==> config.mk <==
export PLATFORM = sky130hd
export DESIGN_NAME = fpa_ctrl
export DESIGN_NICKNAME = d
export VERILOG_FILES = /design/src/design/fpa_pkg.sv /design/src/design/fpa_ctrl.sv
export SDC_FILE = /design/constraint.sdc
export NUM_CORES = 1
export LEC_CHECK = 0
export BUFFER_PORTS_ARGS = -buffer_cell sky130_fd_sc_hd__buf_2
export CAP_MARGIN = 20
export CORE_AREA = 2 2 39 41
export CTS_BUF_LIST = sky130_fd_sc_hd__clkbuf_4
export CTS_CLUSTER_SIZE = 16
export DETAILED_ROUTE_END_ITERATION = 8
export DIE_AREA = 0 0 41 43
export GPL_ROUTABILITY_DRIVEN = 0
export PLACE_DENSITY = 0.48
export SYNTH_ARGS = -nofsm -noshare
export SYNTH_HDL_FRONTEND = slang
export SYNTH_SLANG_ARGS = --single-unit
==> constraint.sdc <==
create_clock -name clk -period 3.2 [get_ports clk]
set_clock_uncertainty 0.1 [all_clocks]
set_input_delay 0.32 -clock clk [delete_from_list [all_inputs] [get_ports clk]]
set_output_delay 0.32 -clock clk [all_outputs]
set_load 0.1 [all_outputs]
==> src/design/fpa_pkg.sv <==
// Shared constants, types and helper functions of the frame pool allocator.
`default_nettype none

package fpa_pkg;

    localparam int MAX_FRAMES = 4096;
    localparam int FRAME_W    = $clog2(MAX_FRAMES);
    localparam int COUNT_W    = $clog2(MAX_FRAMES + 1);
    localparam int SHIFT_W    = 5;
    localparam int CFG_W      = COUNT_W;
    localparam int CFG_IDX_W  = 1;
    localparam int OFF_W      = 64;
    localparam int LEN_W      = 32;
    localparam int STATUS_W   = 3;
    localparam int OWN_W      = 2;
    localparam int SHIFT_LO   = 6;
    localparam int SHIFT_HI   = 16;
    localparam int AREA_W     = COUNT_W + SHIFT_HI;

    // Register indexes
    localparam logic [CFG_IDX_W-1:0] CFG_FRAME_SHIFT = 1'b0;
    localparam logic [CFG_IDX_W-1:0] CFG_FRAME_COUNT = 1'b1;

    // Request codes
    localparam logic [1:0] FN_ALLOC_RX = 2'd0;
    localparam logic [1:0] FN_ALLOC_TX = 2'd1;
    localparam logic [1:0] FN_REL_TX   = 2'd2;
    localparam logic [1:0] FN_REL_RX   = 2'd3;

    // Owner marks
    localparam logic [OWN_W-1:0] OWN_FREE = 2'd0;
    localparam logic [OWN_W-1:0] OWN_TX   = 2'd1;
    localparam logic [OWN_W-1:0] OWN_RX   = 2'd2;

    // Status codes
    localparam logic [STATUS_W-1:0] ST_OK    = 3'd0;
    localparam logic [STATUS_W-1:0] ST_OOF   = 3'd1;
    localparam logic [STATUS_W-1:0] ST_RANGE = 3'd2;
    localparam logic [STATUS_W-1:0] ST_LEN   = 3'd3;
    localparam logic [STATUS_W-1:0] ST_OWNER = 3'd4;

    localparam logic [SHIFT_W-1:0] SHIFT_RESET = 5'd12;
    localparam logic [COUNT_W-1:0] COUNT_RESET = COUNT_W'(MAX_FRAMES);

    typedef struct packed {
        logic clear_restart;
        logic clear_en;
        logic load_in;
        logic read_en;
        logic commit;
    } fpa_cmd_t;

    typedef struct packed {
        logic clear_last;
        logic out_free;
    } fpa_stat_t;

    function automatic logic [SHIFT_W-1:0] sat_shift(input logic [SHIFT_W-1:0] v);
        logic [SHIFT_W-1:0] r;
        r = v;
        if (v < SHIFT_W'(SHIFT_LO))
            r = SHIFT_W'(SHIFT_LO);
        else if (v > SHIFT_W'(SHIFT_HI))
            r = SHIFT_W'(SHIFT_HI);
        return r;
    endfunction

    function automatic logic [COUNT_W-1:0] sat_count(input logic [COUNT_W-1:0] v);
        logic [COUNT_W-1:0] r;
        r = v;
        if (v == '0)
            r = COUNT_W'(1);
        else if (v > COUNT_W'(MAX_FRAMES))
            r = COUNT_W'(MAX_FRAMES);
        return r;
    endfunction

endpackage

`default_nettype wire

==> src/design/fpa_ctrl.sv <==
// Sequencing state machine of the frame pool allocator.
`default_nettype none

module fpa_ctrl
    import fpa_pkg::*;
(
    input  wire logic      clk,
    input  wire logic      rst_n,
    input  wire logic      in_valid,
    output logic           in_stall,
    input  wire logic      cfg_we,
    input  wire fpa_stat_t dp_stat,
    output fpa_cmd_t       cmd
);

    typedef enum logic [3:0] {
        S_CLEAR = 4'b0001,
        S_IDLE  = 4'b0010,
        S_READ  = 4'b0100,
        S_WRITE = 4'b1000
    } ctrl_state_t;

    ctrl_state_t state_reg;
    ctrl_state_t state_next;
    logic        accept;

    // Take a new transaction when idle or in the cycle that retires the current one
    always_comb
    begin
        in_stall = !((state_reg == S_IDLE) ||
                     ((state_reg == S_WRITE) && dp_stat.out_free));
    end

    assign accept = in_valid && !in_stall;

    always_comb
    begin
        cmd.clear_restart = cfg_we;
        cmd.clear_en      = (state_reg == S_CLEAR);
        cmd.load_in       = accept;
        cmd.read_en       = (state_reg == S_READ);
        cmd.commit        = (state_reg == S_WRITE) && dp_stat.out_free;
    end

    always_comb
    begin
        state_next = state_reg;
        if (cfg_we)
        begin
            state_next = S_CLEAR;
        end
        else
        begin
            unique case (state_reg)
                S_CLEAR:
                begin
                    if (dp_stat.clear_last)
                        state_next = S_IDLE;
                end
                S_IDLE:
                begin
                    if (accept)
                        state_next = S_READ;
                end
                S_READ:
                begin
                    state_next = S_WRITE;
                end
                S_WRITE:
                begin
                    if (dp_stat.out_free)
                        state_next = accept ? S_READ : S_IDLE;
                end
                default:
                begin
                    state_next = S_CLEAR;
                end
            endcase
        end
    end

    always_ff @(posedge clk or negedge rst_n)
    begin
        if (!rst_n)
            state_reg <= S_CLEAR;
        else
            state_reg <= state_next;
    end

endmodule

`default_nettype wire

---- After elaboration in Yosys (flattened, before gate mapping) ----
Cells that the tools add are included.
storage, ports and cells
  register bits after elaboration ......... 4
  input bits .............................. 6
  output and inout port bits .............. 6
operators by class
  equality and inequality tests ........... 7
  mux-type cells .......................... 6
  reductions and logical operators ........ 5
operator list
  kind                                                                   number
  4-bit two-way mux                                                      4
  4-bit case mux with 4 select lines                                     1
  3-bit inequality test, second input constant                           3
  4-bit by 1-bit equality test with 1-bit output, second input constant  1
  4-bit by 2-bit equality test with 1-bit output, second input constant  1
  4-bit by 3-bit equality test with 1-bit output, second input constant  1
  4-bit equality test, second input constant                             1
  3-bit two-way mux                                                      1
  3-bit AND reduction                                                    1
  1-bit logical AND                                                      2
  1-bit logical NOT                                                      1
  1-bit logical OR                                                       1

---- Depth between registers and ports, before layout ----
Gate-level depths: netlist of run 1.
  word-level depth ........................ 8
  mapped depth ............................ 5
  gate-level depth less buffers ........... 4

---- Worst setup path before layout of run 1 ----
No wires, ideal clock.
  path kind ............................... reg-to-output
  from .................................... reg state_reg[3]
  to ...................................... out cmd[1] (netlist bit)
  arrival time ............................ 2.650 ns
  data required time ...................... 2.780 ns
  slack ................................... 0.130 ns
  stages on the path, launching flop included .. 3
  path through ............................ dfrtp_1 nand2b_1 nor3_1
RTL lines
  element                 line            RTL
  start, declared         fpa_ctrl.sv:23  ctrl_state_t state_reg;
  start signal, assigned  fpa_ctrl.sv:87  state_reg <= state_next;
  end, declared           fpa_ctrl.sv:13  output fpa_cmd_t cmd

==> results of run 1 <==
layout by cell type, fill, tap and decap left out, drive strengths merged:
cell,netlist,layout
clkbuf,0,4
nand3b,1,1
mux2i,1,1
nor4b,2,2
and2,2,2
buf,4,11
a22oi,1,1
or2b,1,1
nor3,3,3
and3,1,1
inv,1,1
dfrtp,3,3
mux2,1,1
a31o,1,1
nor2,2,2
and2b,1,1
nand2,1,1
o21ai,4,4
dlygate4sd3,0,1
dfstp,1,1
nor3b,2,2
nand2b,2,2
o41ai,1,1
a21oi,1,1
worst max-delay path, stage by stage (launching register included):
cell and delay, ps:
dfrtp_1 560, mux2_2 390, nor3_2 160, and2_2 170, buf_2 410
final timing paths:
check                                    startpoint                        to  slack [ps]  depth (start not counted)
max                        state_reg[1]$_DFFE_PN0P_                    cmd[2]         850                          4
min reg2reg                state_reg[0]$_DFFE_PN1P_  state_reg[0]$_DFFE_PN1P_         560                          2
max in group asynchronous                     rst_n  state_reg[0]$_DFFE_PN1P_        2480                          2
min in group asynchronous                     rst_n  state_reg[1]$_DFFE_PN0P_         320                          2
min                                          cfg_we  state_reg[3]$_DFFE_PN0P_         210                          2
max reg2reg                state_reg[1]$_DFFE_PN0P_  state_reg[2]$_DFFE_PN0P_        1730                          3
synth_stat cells:
| cell | n |
|---|---|
| a21oi_1 | 1 |
| a22oi_1 | 1 |
| a31o_1 | 1 |
| and2_1 | 1 |
| and2_2 | 1 |
| and2b_1 | 1 |
| and3_1 | 1 |
| buf_4 | 2 |
| buf_6 | 2 |
| dfrtp_1 | 3 |
| dfstp_2 | 1 |
| inv_1 | 1 |
| mux2_2 | 1 |
| mux2i_1 | 1 |
| nand2_1 | 1 |
| nand2b_1 | 2 |
| nand3b_1 | 1 |
| nor2_1 | 2 |
| nor3_1 | 2 |
| nor3_2 | 1 |
| nor3b_1 | 2 |
| nor4b_1 | 1 |
| nor4b_4 | 1 |
| o21ai_0 | 3 |
| o21ai_1 | 1 |
| o41ai_2 | 1 |
| or2b_1 | 1 |
final cells by class:
class	count	share of cell area
repair buffers	12	0.1503
clock buffers	4	0.06936
inverters	1	0.008671
well taps	16	0.04624
multi-input cells	28	0.4913
flip-flops and latches	4	0.2341
power groups by stage:
| stage | clock (mW) | sequential (mW) | combinational (mW) |
|---|---|---|---|
| 2_1_floorplan | 0 | 0.0762 | 0.229 |
| 4_1_cts | 0.0789 | 0.101 | 0.213 |
| 5_1_grt | 0.0833 | 0.106 | 0.222 |
| 6_report | 0.0754 | 0.101 | 0.211 |
| 3_5_place_dp | 0 | 0.101 | 0.212 |
| 3_3_place_gp | 0 | 0.103 | 0.213 |
logic make-up (layout without fill, tap and decap cells):
group | count (synthesis) | count (layout) | synth area share
buffers and inverters | 5 | 17 | 0.1162
AO/OA/AOI/OAI | 8 | 8 | 0.1620
AND/OR/NAND/NOR | 18 | 18 | 0.3768
multiplexers | 2 | 2 | 0.05986
flip-flops | 4 | 4 | 0.2852
layer usage:
layer  vias to the layer above  wire length, um  share of wire
li1                        157                -              -
met1                       126              332           0.50
met2                        10              273           0.41
met3                         2               43          0.065
met4                         0               15          0.023
met5                         -                0              0
metrics by stage:
step                hold slack (ps)    util  power, mW  cells  worst slack (ps)
floorplan                    -75.59       -     0.3052     37             130.5
global placement              25.97  0.2839     0.3157     60              1130
detailed placement            24.83  0.2839     0.3132     60              1106
CTS                           207.8  0.3128     0.3929     65             841.7
global route                  207.2  0.3128     0.4106     65             750.8
finish                        209.8  0.3128     0.3874     65             846.3
==> reports/results.txt, run 1 <==
clk_lat worst skew: 230 ps
Final Setup Violations: 0
fin area: 432.9 um2
largest area contributor in the netlist: dfrtp_1
multi-input logic area: 212.7 um2
met3 Use GR: 0.01571
setup TNS: 0 ps
first-iteration detailed-routing DRC count: 1
# nets final: 56
Die Span Y: 43 um
Reg power frac: 0.260
TritonCTS clock tree: built
Tot GR Track Use: 0.08999
slew margin rel.: 0.6773
max-slew violation count: 0
Unique masters post-synth: 27
Clk pin slew, worst setup/hold paths: 40 ps
Placement Cell Area: 392.9 um2
worst vdd ir: 0.3560 mV
Internal Power: 192.1 uW
share of cells above drive strength 1: 0.4286
Num CTS Buffers: 3
RSZ-0062 raised after global routing: false
clock network power share: 0.195
status: finished, final reports clean
Synth area leaders: dfrtp_1 21%, dfstp_2 7.4%, nor4b_4 6.7%
# hold bufs at CTS: 1
synthesized instance count: 37
Final Hold Fails: 0
max cap viols: 0
sequential-to-total area share from yosys stat: 0.2852
met2 usage: 0.1125
I/O pins: 12
Routed WL: 664 um
Avg Inst Size Synth: 9.604 um2
drt first pass iters: 2
largest net degree at the start of global routing: 12
# resized after CTS: 0
top-area cell type share of the netlist area: 0.2113
via count: 295
slew at the pin closest to its max-slew limit: 487.3 ps
diode count: 0
Final min period: 2354 ps
critical path start-end classification: register to primary output
full die area: 0.001763 mm2
fmax: 424.9 MHz
Switching Fraction: 0.5042
first-pass GRT wire length: 1041 um
Syn Nets: 43
CP Data Required Time: 2780 ps
GRT Residual Overflow: 0
Logic pwr share: 0.545
Hold Crit Class: primary input to register
Syn-to-layout area delta: 21.83%
Worst Path Arrival: 1930 ps
WL/cell: 10.22 um
GR Util met1: 0.1250
NetSw: 195.3 uW
row count: 14
CTS sink count: 4
initial antenna violation count: 0
crit start category: register
grt peak-use layer: met1
port bufs: 11
starting density of the core: 0.2568
vias in the first global route: 264
crit-path max FO: 11
Clock Tree Buf Depth: 2
synth warn: 0
Final period util: 0.7355
leakage power: 0.1937 nW
Clock Tree Root: clkbuf_4
Pwr Density: 894.8 mW/mm2
post-CTS setup buffers: 0
Seq. cell area: 101.3 um2
Post-route DRC: 0
FILL cells: 158
Synth Register Bits: 4
Die Width: 41 um
CTS H-tree depth: 1
Syn Std Cell Area: 355.3 um2
Post-DRT Antenna Nets: 0
core box area: 0.001384 mm2
Via-to-Cell Ratio: 4.538
max reg flops: 4
CP Capture Type: primary output
(Power assumes the default switching activity.)
==> run 2, diff against run 1 <==
clock period = 2.5 ns   (was 3.2 ns; I/O delays follow)
==> run 2 against run 1 <==
  * Register-to-register slack got worse by 690 ps
  * Via count rose by 4.4%
  * Die area did not move
  * Highest routed layer unchanged
==> reports/results.txt, run 2 (synthesis results as in run 1) <==
Clock Tree Root: clkbuf_4
HPWL Detailed: 513.2 um
status: finished, final reports clean
slew margin rel.: 0.6790 (+0.001687)
first-iteration detailed-routing DRC count: 3 (+2)
Tot GR Track Use: 0.08889 (-0.001101)
I/O pins: 12 (unchanged)
worst vdd ir: 0.5470 mV (+54%)
Placement Cell Area: 405.4 um2 (+3.2%)
full die area: 0.001763 mm2 (unchanged)
initial antenna violation count: 0 (unchanged)
port bufs: 11 (unchanged)
Routed WL: 651 um (-2.0%)
crit-path max FO: 7 (-4)
max reg flops: 4 (unchanged)
row count: 14 (unchanged)
CP Capture Type: primary output
max-slew violation count: 0 (unchanged)
Syn-to-layout area delta: 25.35%
fin area: 445.4 um2 (+2.9%)
Post-route DRC: 0 (unchanged)
Clock Tree Buf Depth: 2 (unchanged)
Final min period: 2109 ps
RSZ-0062 raised after global routing: false
Die Width: 41 um (unchanged)
Power, Total: 511.6 uW (+32%)
Pwr Density: 1149 mW/mm2 (+28%)
Clk pin slew, worst setup/hold paths: 40 ps (about the same)
# nets final: 57 (+1.8%)
share of cells above drive strength 1: 0.4600 (+0.03143)
Hold Crit Class: primary input to register
Num CTS Buffers: 3 (unchanged)
vias in the first global route: 248 (-6.1%)
max cap viols: 0 (unchanged)
Final Hold Fails: 0 (unchanged)
fmax: 474.1 MHz
Die Span Y: 43 um (unchanged)
slew at the pin closest to its max-slew limit: 484.8 ps (-2.548 ps)
CP Data Required Time: 2150 ps (-630 ps)
Final Non-Filler Cells: 66 (+1.5%)
Via-to-Cell Ratio: 4.667 (+2.8%)
CTS sink count: 4 (unchanged)
first-pass GRT wire length: 1028 um (-1.2%)
CTS H-tree depth: 1 (unchanged)
via count: 308 (+4.4%)
largest net degree at the start of global routing: 11 (-1)
starting density of the core: 0.2568 (unchanged)
drt first pass iters: 2 (unchanged)
clk_lat worst skew: 240 ps (about the same)
Worst Path Arrival: 1760 ps (-170 ps)
leakage power: 0.1995 nW (+3.0%)
Final Setup Violations: 0 (unchanged)
TritonCTS clock tree: built
Final period util: 0.8437
critical path start-end classification: register to primary output
Placed Instances: 61 (+1.7%)
Post-DRT Antenna Nets: 0 (unchanged)
setup TNS: 0 ps (unchanged)
core box area: 0.001384 mm2 (unchanged)
commonest non-fill, non-tap cell in the layout: buf_2
WL/cell: 9.864 um (-3.4%)
most frequent cells in the layout: 11 x buf_2, 4 x clkbuf_4, 3 x o21ai_0, 3 x dfrtp_1
diode count: 0 (unchanged)
crit start category: register
GRT Residual Overflow: 0 (unchanged)
==> run 2: cell types whose count changed in the layout (fill, tap and decap cells not counted) <==
cell    before  now
buf_4        0    1
nor3_1       2    1
nor3_2       1    2
==> run 2: worst max-delay path: stages, from the launching register on <==
cell and delay, ps:
dfrtp_1 450, nand2_1 70, mux2_2 270, nor3_2 160
and2_2 160, buf_2 410
==> run 2: final timing paths <==
path	startpoint	to	slack (ps)	cells after the start
worst min register to register	state_reg[1]$_DFFE_PN0P_	state_reg[3]$_DFFE_PN0P_	550	2
worst max register to register	state_reg[0]$_DFFE_PN1P_	state_reg[1]$_DFFE_PN0P_	1040	4
max in group asynchronous	rst_n	state_reg[0]$_DFFE_PN1P_	1850	2
min in group asynchronous	rst_n	state_reg[1]$_DFFE_PN0P_	240	2
worst max-delay path	state_reg[3]$_DFFE_PN0P_	cmd[2]	390	5
worst min-delay path	cfg_we	state_reg[3]$_DFFE_PN0P_	160	2
==> run 2: cell type report <==
type	count	area, um2
Inverter	1	3.754
Sequential cell	4	101.3
Multi-Input combinational cell	28	217.7
Timing Repair Buffer	13	72.57
Clock buffer	4	30.03
Fill cell	154	938.4
Tap cell	16	20.02
==> run 2: metal layers <==
metal,up-vias,GRT usage,part of all wire
met5,-,0,0
met1,140,0.1279,0.48
met4,0,0.06000,0.017
met3,2,0.03141,0.074
li1,156,-,-
met2,10,0.1063,0.43
==> run 2: stage by stage <==
stage,hold slack (ps),utilization,setup WS (ps)
final,156.2,0.3219,390.6
after detailed placement,-41.63,0.2929,638.9
after global placement,-40.82,0.2929,641.5
after floorplan,-145.6,-,156.0
after global routing,155.7,0.3219,252.4
after CTS,145.4,0.3219,370.8
==> run 2: what timing repair did <==
item / CTS / global route
buffers inserted: 0 / 0
hold endpoints to repair: 4 / 0
gates resized for setup: 0 / 0
hold buffers: 1 / 0
==> run 2: power by group <==
group / internal [mW] / switching (mW)
sequential: 0.0854 / 0.0235
clock: 0.0707 / 0.0269
combinational: 0.100 / 0.205
total: 0.256 / 0.255
